File: config.mk
export PLATFORM = sky130hd
export DESIGN_NAME = bsc_datapath
export DESIGN_NICKNAME = d
export VERILOG_FILES = /design/src/hdl/bsc_pkg.sv /design/src/hdl/bsc_datapath.sv
export SDC_FILE = /design/constraint.sdc
export NUM_CORES = 2
export LEC_CHECK = 0
export BUFFER_PORTS_ARGS = -buffer_cell sky130_fd_sc_hd__buf_2
export CORE_ASPECT_RATIO = 1.75
export CORE_UTILIZATION = 45
export CTS_BUF_LIST = sky130_fd_sc_hd__clkbuf_2
export DETAILED_ROUTE_END_ITERATION = 6
export GPL_ROUTABILITY_DRIVEN = 0
export SLEW_MARGIN = 20
export SYNTH_ARGS = -nofsm -noshare
export SYNTH_HDL_FRONTEND = slang
export SYNTH_SLANG_ARGS = --single-unit
File: constraint.sdc
create_clock -name clk -period 20.1 [get_ports clk]
set_input_delay 4.02 -clock clk [delete_from_list [all_inputs] [get_ports clk]]
set_output_delay 4.02 -clock clk [all_outputs]
set_load 0.03 [all_outputs]
File: src/hdl/bsc_pkg.sv
// Shared types and constants for the box support checker.
// Used by every module of the block; depends on nothing.
package bsc_pkg;

    localparam int COORD_BITS    = 16;
    localparam int MAX_BOXES     = 1024;
    localparam int TALLY_BITS    = $clog2(MAX_BOXES + 1);
    localparam int EDGE_BITS     = COORD_BITS + 1;
    localparam int CORNER_BITS   = COORD_BITS + 3;
    localparam int PROD_BITS     = 2 * COORD_BITS;
    localparam int AREA_BITS     = 40;
    localparam int Q_BITS        = 16;
    localparam int THR_BITS      = 17;
    localparam int NEED_BITS     = 3;
    localparam int FLAG_BITS     = 4;
    localparam int TPROD_BITS    = THR_BITS + PROD_BITS;
    localparam int CMP_BITS      = AREA_BITS + Q_BITS;
    localparam int CFG_IDX_BITS  = 3;
    localparam int CFG_DATA_BITS = 17;

    localparam logic [AREA_BITS-1:0] AREA_MAX = '1;

    localparam logic MODE_CAND = 1'b0;
    localparam logic MODE_BOX  = 1'b1;

    typedef enum logic [CFG_IDX_BITS-1:0] {
        REG_CORNER_INSET        = 3'd0,
        REG_TIER_ONE_CORNERS    = 3'd1,
        REG_TIER_ONE_COVERAGE   = 3'd2,
        REG_TIER_TWO_CORNERS    = 3'd3,
        REG_TIER_TWO_COVERAGE   = 3'd4,
        REG_TIER_THREE_CORNERS  = 3'd5,
        REG_TIER_THREE_COVERAGE = 3'd6
    } bsc_reg_e;

    typedef enum logic [1:0] {
        TIER_ONE   = 2'd0,
        TIER_TWO   = 2'd1,
        TIER_THREE = 2'd2
    } bsc_tier_e;

    typedef enum logic [2:0] {
        ST_IDLE,
        ST_EVAL,
        ST_TIER_A,
        ST_TIER_B,
        ST_TIER_C,
        ST_FINISH
    } bsc_state_e;

    typedef struct packed {
        logic [COORD_BITS-1:0] corner_inset;
        logic [NEED_BITS-1:0]  one_corners;
        logic [THR_BITS-1:0]   one_coverage;
        logic [NEED_BITS-1:0]  two_corners;
        logic [THR_BITS-1:0]   two_coverage;
        logic [NEED_BITS-1:0]  three_corners;
        logic [THR_BITS-1:0]   three_coverage;
    } bsc_cfg_t;

    typedef struct packed {
        logic      accept;
        logic      eval;
        logic      mul_en;
        bsc_tier_e mul_sel;
        logic      cmp_en;
        bsc_tier_e cmp_sel;
        logic      capture;
    } bsc_cmd_t;

    typedef struct packed {
        logic box_valid;
        logic box_mode;
        logic box_last;
        logic res_ready;
    } bsc_stat_t;

endpackage

File: src/hdl/bsc_datapath.sv
// Datapath of the box support checker: candidate registers, corner and
// overlap evaluation, accumulators, tier multiplier and result registers.
// Depends on bsc_pkg.
module bsc_datapath
    import bsc_pkg::*;
(
    input  logic                  clk,
    input  logic                  rst_n,
    input  bsc_cmd_t              cmd,
    input  bsc_cfg_t              cfg,
    input  logic                  mode,
    input  logic [COORD_BITS-1:0] pos_x,
    input  logic [COORD_BITS-1:0] pos_y,
    input  logic [COORD_BITS-1:0] pos_z,
    input  logic [COORD_BITS-1:0] size_x,
    input  logic [COORD_BITS-1:0] size_y,
    input  logic [COORD_BITS-1:0] size_z,
    output logic                  supported,
    output logic                  on_floor,
    output logic                  no_supporter,
    output logic [TALLY_BITS-1:0] supporter_count,
    output logic [NEED_BITS-1:0]  corners_supported,
    output logic [AREA_BITS-1:0]  covered_area
);

    function automatic logic [COORD_BITS-1:0] overlap(
        input logic [EDGE_BITS-1:0] a0,
        input logic [EDGE_BITS-1:0] a1,
        input logic [EDGE_BITS-1:0] b0,
        input logic [EDGE_BITS-1:0] b1
    );
        logic [EDGE_BITS-1:0] hi;
        logic [EDGE_BITS-1:0] lo;
        logic [EDGE_BITS-1:0] diff;
        hi   = (a1 < b1) ? a1 : b1;
        lo   = (a0 > b0) ? a0 : b0;
        diff = hi - lo;
        return (hi > lo) ? diff[COORD_BITS-1:0] : '0;
    endfunction

    // candidate
    logic [COORD_BITS-1:0] cand_x_reg, cand_y_reg, cand_z_reg, cand_dx_reg, cand_dy_reg;
    logic [PROD_BITS-1:0]  base_area_reg;
    // placed box captured at accept
    logic [COORD_BITS-1:0] box_x_reg, box_y_reg, box_z_reg, box_dx_reg, box_dy_reg, box_dz_reg;
    // accumulators
    logic [FLAG_BITS-1:0]  flags_reg, flags_next;
    logic [AREA_BITS-1:0]  area_reg, area_next;
    logic [TALLY_BITS-1:0] tally_reg, tally_next;
    logic [PROD_BITS-1:0]  prod_reg;
    logic                  pend_reg, pend_next;
    // tier test
    logic [TPROD_BITS-1:0] tprod_reg;
    logic                  thr_zero_reg;
    logic [1:0]            pass_reg, pass_next;
    // result
    logic                  sup_reg, floor_reg, none_reg;
    logic [TALLY_BITS-1:0] count_reg;
    logic [NEED_BITS-1:0]  corners_reg;
    logic [AREA_BITS-1:0]  covered_reg;

    logic                  cand_load;
    logic                  clear_acc;
    logic                  match;
    logic signed [CORNER_BITS-1:0] vx0, vx1, vy0, vy1, bx0, bx1, by0, by1;
    logic                  in_x0, in_x1, in_y0, in_y1;
    logic [FLAG_BITS-1:0]  hit;
    logic [COORD_BITS-1:0] ov_x, ov_y;
    logic [AREA_BITS:0]    area_sum;
    logic [THR_BITS-1:0]   thr_sel;
    logic [NEED_BITS-1:0]  need_sel;
    logic [NEED_BITS-1:0]  corners;
    logic [CMP_BITS-1:0]   cov_lhs;
    logic                  cov_ok;
    logic                  pass_now;
    logic                  floor_now;

    assign cand_load = cmd.accept && (mode == MODE_CAND);
    assign clear_acc = cand_load || cmd.capture;

    // supporter when its top face meets the candidate bottom
    assign match = ({1'b0, box_z_reg} + {1'b0, box_dz_reg}) == {1'b0, cand_z_reg};

    always_comb
    begin
        vx0 = signed'(CORNER_BITS'(cand_x_reg)) + signed'(CORNER_BITS'(cfg.corner_inset));
        vx1 = signed'(CORNER_BITS'(cand_x_reg)) + signed'(CORNER_BITS'(cand_dx_reg))
            - signed'(CORNER_BITS'(cfg.corner_inset));
        vy0 = signed'(CORNER_BITS'(cand_y_reg)) + signed'(CORNER_BITS'(cfg.corner_inset));
        vy1 = signed'(CORNER_BITS'(cand_y_reg)) + signed'(CORNER_BITS'(cand_dy_reg))
            - signed'(CORNER_BITS'(cfg.corner_inset));
        bx0 = signed'(CORNER_BITS'(box_x_reg));
        bx1 = signed'(CORNER_BITS'(box_x_reg)) + signed'(CORNER_BITS'(box_dx_reg));
        by0 = signed'(CORNER_BITS'(box_y_reg));
        by1 = signed'(CORNER_BITS'(box_y_reg)) + signed'(CORNER_BITS'(box_dy_reg));
        in_x0 = (vx0 >= bx0) && (vx0 <= bx1);
        in_x1 = (vx1 >= bx0) && (vx1 <= bx1);
        in_y0 = (vy0 >= by0) && (vy0 <= by1);
        in_y1 = (vy1 >= by0) && (vy1 <= by1);
        hit   = {in_x1 && in_y1, in_x0 && in_y1, in_x1 && in_y0, in_x0 && in_y0};
    end

    assign ov_x = overlap({1'b0, cand_x_reg}, {1'b0, cand_x_reg} + {1'b0, cand_dx_reg},
                          {1'b0, box_x_reg}, {1'b0, box_x_reg} + {1'b0, box_dx_reg});
    assign ov_y = overlap({1'b0, cand_y_reg}, {1'b0, cand_y_reg} + {1'b0, cand_dy_reg},
                          {1'b0, box_y_reg}, {1'b0, box_y_reg} + {1'b0, box_dy_reg});

    assign area_sum = {1'b0, area_reg} + (AREA_BITS + 1)'(prod_reg);

    always_comb
    begin
        flags_next = flags_reg;
        area_next  = area_reg;
        tally_next = tally_reg;
        pend_next  = pend_reg;
        if (clear_acc)
        begin
            flags_next = '0;
            area_next  = '0;
            tally_next = '0;
            pend_next  = 1'b0;
        end
        else
        begin
            // fold in the registered overlap product once evaluation has flagged it pending
            if (pend_reg)
                area_next = (area_sum >= {1'b0, AREA_MAX}) ? AREA_MAX
                                                           : area_sum[AREA_BITS-1:0];
            pend_next = 1'b0;
            if (cmd.eval && match)
            begin
                flags_next = flags_reg | hit;
                pend_next  = 1'b1;
                if (tally_reg < TALLY_BITS'(MAX_BOXES))
                    tally_next = tally_reg + 1'b1;
            end
        end
    end

    always_comb
    begin
        case (cmd.mul_sel)
            TIER_ONE:   thr_sel = cfg.one_coverage;
            TIER_TWO:   thr_sel = cfg.two_coverage;
            TIER_THREE: thr_sel = cfg.three_coverage;
            default:    thr_sel = cfg.three_coverage;
        endcase
        case (cmd.cmp_sel)
            TIER_ONE:   need_sel = cfg.one_corners;
            TIER_TWO:   need_sel = cfg.two_corners;
            TIER_THREE: need_sel = cfg.three_corners;
            default:    need_sel = cfg.three_corners;
        endcase
    end

    assign corners = NEED_BITS'(flags_reg[0]) + NEED_BITS'(flags_reg[1])
                   + NEED_BITS'(flags_reg[2]) + NEED_BITS'(flags_reg[3]);

    // covered * 2^16 >= threshold * base area; empty base passes only a zero threshold
    assign cov_lhs  = {area_reg, {Q_BITS{1'b0}}};
    assign cov_ok   = (base_area_reg == '0) ? thr_zero_reg
                                            : (cov_lhs >= CMP_BITS'(tprod_reg));
    assign pass_now = (corners >= need_sel) && cov_ok;
    assign floor_now = (cand_z_reg == '0);

    always_comb
    begin
        pass_next = pass_reg;
        if (cmd.capture)
            pass_next = '0;
        else if (cmd.cmp_en && (cmd.cmp_sel == TIER_ONE))
            pass_next[0] = pass_now;
        else if (cmd.cmp_en && (cmd.cmp_sel == TIER_TWO))
            pass_next[1] = pass_now;
    end

    always_ff @(posedge clk or negedge rst_n)
    begin
        if (!rst_n)
        begin
            cand_x_reg    <= '0;
            cand_y_reg    <= '0;
            cand_z_reg    <= '0;
            cand_dx_reg   <= '0;
            cand_dy_reg   <= '0;
            base_area_reg <= '0;
            flags_reg     <= '0;
            area_reg      <= '0;
            tally_reg     <= '0;
            pend_reg      <= 1'b0;
            pass_reg      <= '0;
        end
        else
        begin
            if (cand_load)
            begin
                cand_x_reg    <= pos_x;
                cand_y_reg    <= pos_y;
                cand_z_reg    <= pos_z;
                cand_dx_reg   <= size_x;
                cand_dy_reg   <= size_y;
                base_area_reg <= PROD_BITS'(size_x) * PROD_BITS'(size_y);
            end
            flags_reg <= flags_next;
            area_reg  <= area_next;
            tally_reg <= tally_next;
            pend_reg  <= pend_next;
            pass_reg  <= pass_next;
        end
    end

    always_ff @(posedge clk)
    begin
        if (cmd.accept)
        begin
            box_x_reg  <= pos_x;
            box_y_reg  <= pos_y;
            box_z_reg  <= pos_z;
            box_dx_reg <= size_x;
            box_dy_reg <= size_y;
            box_dz_reg <= size_z;
        end
        if (cmd.eval)
            prod_reg <= PROD_BITS'(ov_x) * PROD_BITS'(ov_y);
        if (cmd.mul_en)
        begin
            tprod_reg    <= TPROD_BITS'(thr_sel) * TPROD_BITS'(base_area_reg);
            thr_zero_reg <= (thr_sel == '0);
        end
        if (cmd.capture)
        begin
            floor_reg   <= floor_now;
            none_reg    <= !floor_now && (tally_reg == '0);
            sup_reg     <= floor_now
                        || ((tally_reg != '0) && (pass_reg[0] || pass_reg[1] || pass_now));
            count_reg   <= tally_reg;
            corners_reg <= corners;
            covered_reg <= area_reg;
        end
    end

    assign supported         = sup_reg;
    assign on_floor          = floor_reg;
    assign no_supporter      = none_reg;
    assign supporter_count   = count_reg;
    assign corners_supported = corners_reg;
    assign covered_area      = covered_reg;

endmodule
==> impl_metrics.ini <==
[clock_network]
clk_pin_slew_ns = 0.11
clock_latency_ns = 1.48
cts_tree = built
numCtsBuffers = 104
clk_path_buf_depth = 3
cts_resized = 0
post-cts-setup-buffers = 0
cts_root_buf = clkbuf_2
cts.sink_count = 405
cts_hold_buf = 0
cts-htree-levels = 3

[cells_and_area]
mostFrequentLayoutCell = inv_1
final_nets = 9069
mostFrequentLayoutCells = 1202 x inv_1, 992 x nand2_1, 880 x fa_1
multi_input_area_um2 = 47500
design_area_um2 = 68500
nFillCells = 13700
final-seq-area_um2 = 11300
largest_register_ff_count = 49
layout-drive-gt1-share = 0.0778
area_growth_pct = 6.56
final_util = 0.482

[detailed_routing]
vias = 51400
via_per_inst = 5.60
top_layer_used = met5
drt_iter0_markers = 2889
dr_wl_met2_um = 106000
wire_per_inst_um = 22.8
drt_pass1_iterations = 7
drt-met1-wl_um = 71000
wl_um = 209000
postRouteAntennaNets = 0
route.detailed.drc = 60
dr_wl_met3_um = 11400

[critical_path]
start_kind = flip-flop
reg2reg_depth = 51
max_stage_delay_ns = 0.66
cp_data_arrival_time_ns = 15.92
cpMostUsedCell = fa_1
path_class = flip-flop to flip-flop
r2r_slack_ns = 5.39
worstPathMaxFanout = 32
required_ns = 21.31
r2r-start = box_x_reg[0]$_DFFE_PP_
critPathCaptureType = flip-flop
r2r_end = prod_reg[30]$_DFFE_PP_
slowest_stage = a21oi_2

[run_status]
failed_checks = DRC
status = finished, violations left

[timing]
skew_ns = 0.176
setup_tns_ns = 0
finalCritPeriodShare = 0.732
worstMarginPinSlew_ns = 1.23
slew_headroom = 0.179
fin_hold_ws_ns = 0.457
rsz0062_at_grt = false
hold_violations = 0
fin_crit_ns = 14.71
final_max_slew_viol_count = 0
max_freq_mhz = 68.0
setup_violations = 0

[grt]
grt_pass1_vias = 55500
antenna_found_initial = 21
grt_overflow = 0
grtUsageTotal = 0.300
grt_pass1_wl_um = 323000
grt_max_degree = 72

[placement]
hpwl_um = 167000
post_dp_cell_area_um2 = 67400
portBuffers = 240

[synthesis]
ys_seq_elements = 405
synth_edf_count = 235
syn-cell-area_um2 = 64200
ys_seq_area_frac = 0.176
synth_top_area_cell = fa_1
yosysWarnings = 0
synth-main-ff-cell = edfxtp_1
synthTopCellsByArea = fa_1 27%, ha_1 16%, edfxtp_1 11%, inv_1 7.0%, dfrtp_1 6.6%
synth_top_area_frac = 0.274
async_flop_share = 0.420
netlist_instances = 7054
syn_nets = 8915
avgSynthCellArea_um2 = 9.11
synth_cell_type_count = 95

[floorplanning]
die_area_um2 = 144000
die_w_um = 288
coreArea_um2 = 142000
io_pins = 241
start_util = 0.453
rows = 183
chipHeight_um = 502

[worst_hold_path]
holdPathEnd = supporter_count[10]$_DFFE_PP_
holdCritPathClass = flip-flop to flip-flop
hp-start = tally_reg[10]$_DFFE_PN0P_
worstHoldPathCells = 0

[job]
maxCapViolations = 0
-- cell families (layout without fill, tap and decap cells) --
family                   Yosys count  after routing  synth area share
multiplexers                      62             62           0.00974
buffers and inverters           1464           1710            0.0865
flip-flops                       405            405             0.176
AO/OA/AOI/OAI                   1099           1099             0.109
AND/OR/NAND/NOR                 2045           2045             0.148
other                              0             19                 0
XOR/XNOR                         297            297            0.0406
adder cells (fa/ha/maj)         1682           1682             0.430
-- final cells by class --
| cell class | count | share of cell area |
|---|---|---|
| inverters | 1202 | 0.0659 |
| clock inverters | 51 | 0.00411 |
| well taps | 1850 | 0.0338 |
| repair buffers | 310 | 0.0254 |
| clock buffers | 147 | 0.0107 |
| multi-input cells | 5185 | 0.694 |
| flip-flops and latches | 405 | 0.165 |
| diodes | 19 | 0.000694 |
-- Yosys cell counts (7+ instances only) --
master,instances
fa_1,880
and4_1,14
and3_1,37
o21ai_0,295
a21o_1,140
or2_2,17
a211oi_1,35
or3_1,18
clkbuf_1,220
and2_1,166
o2111ai_1,14
o31ai_1,15
nor2b_1,146
buf_2,11
a311oi_1,8
edfxtp_1,235
nor4_1,43
nand3_1,66
nand4_1,77
ha_1,797
a21boi_0,8
xor2_1,104
o21ai_1,20
a21oi_1,286
inv_1,1202
a221o_1,7
mux2i_1,58
xnor2_1,192
a31o_2,9
nand2b_1,73
nor3_1,47
o21bai_1,37
a221oi_1,10
nand3_2,8
a31oi_1,34
dfrtp_1,170
o211ai_1,18
o21a_1,64
nor2_1,312
buf_1,23
nand2_1,992
a211o_1,12
-- metal layers --
layer  track usage  vias to the layer above
met2         0.531                     1756
met5             0                        -
met4         0.258                       12
met3        0.0433                      775
met1         0.307                    25600
li1              -                    23300
-- metrics by stage --
step / cells / worst slack, ns
after CTS: 9150 / 5.53
after floorplan: 7054 / 7.58
after global routing: 9163 / 4.64
final: 9169 / 5.39
after global placement: 8952 / 5.82
after detailed placement: 8952 / 5.55
-- critical path: cells and delay by family (launching register included) --
family | cells | cell delay (ns)
buffers and inverters | 5 | 0.63
XOR/XNOR | 1 | 0.39
AND/OR/NAND/NOR | 9 | 2.27
AO/OA/AOI/OAI | 25 | 5.81
adder cells (fa/ha/maj) | 11 | 4.96
flip-flops | 1 | 0.49
-- worst max path at each step --
stage | slack (ns) | end | startpoint
floorplan | 7.58 | prod_reg[30]$_DFFE_PP_ | cand_y_reg[0]$_DFFE_PN0P_
global placement | 5.82 | prod_reg[30]$_DFFE_PP_ | box_x_reg[0]$_DFFE_PP_
detailed placement | 5.55 | prod_reg[30]$_DFFE_PP_ | box_x_reg[0]$_DFFE_PP_
CTS | 5.53 | prod_reg[30]$_DFFE_PP_ | box_x_reg[0]$_DFFE_PP_
global route | 4.64 | prod_reg[30]$_DFFE_PP_ | box_x_reg[3]$_DFFE_PP_
finish | 5.39 | prod_reg[30]$_DFFE_PP_ | box_x_reg[0]$_DFFE_PP_
Power is left out: the tool's default activity adds up to more than one toggle a clock period on the data nets, which glitch-free logic cannot reach.
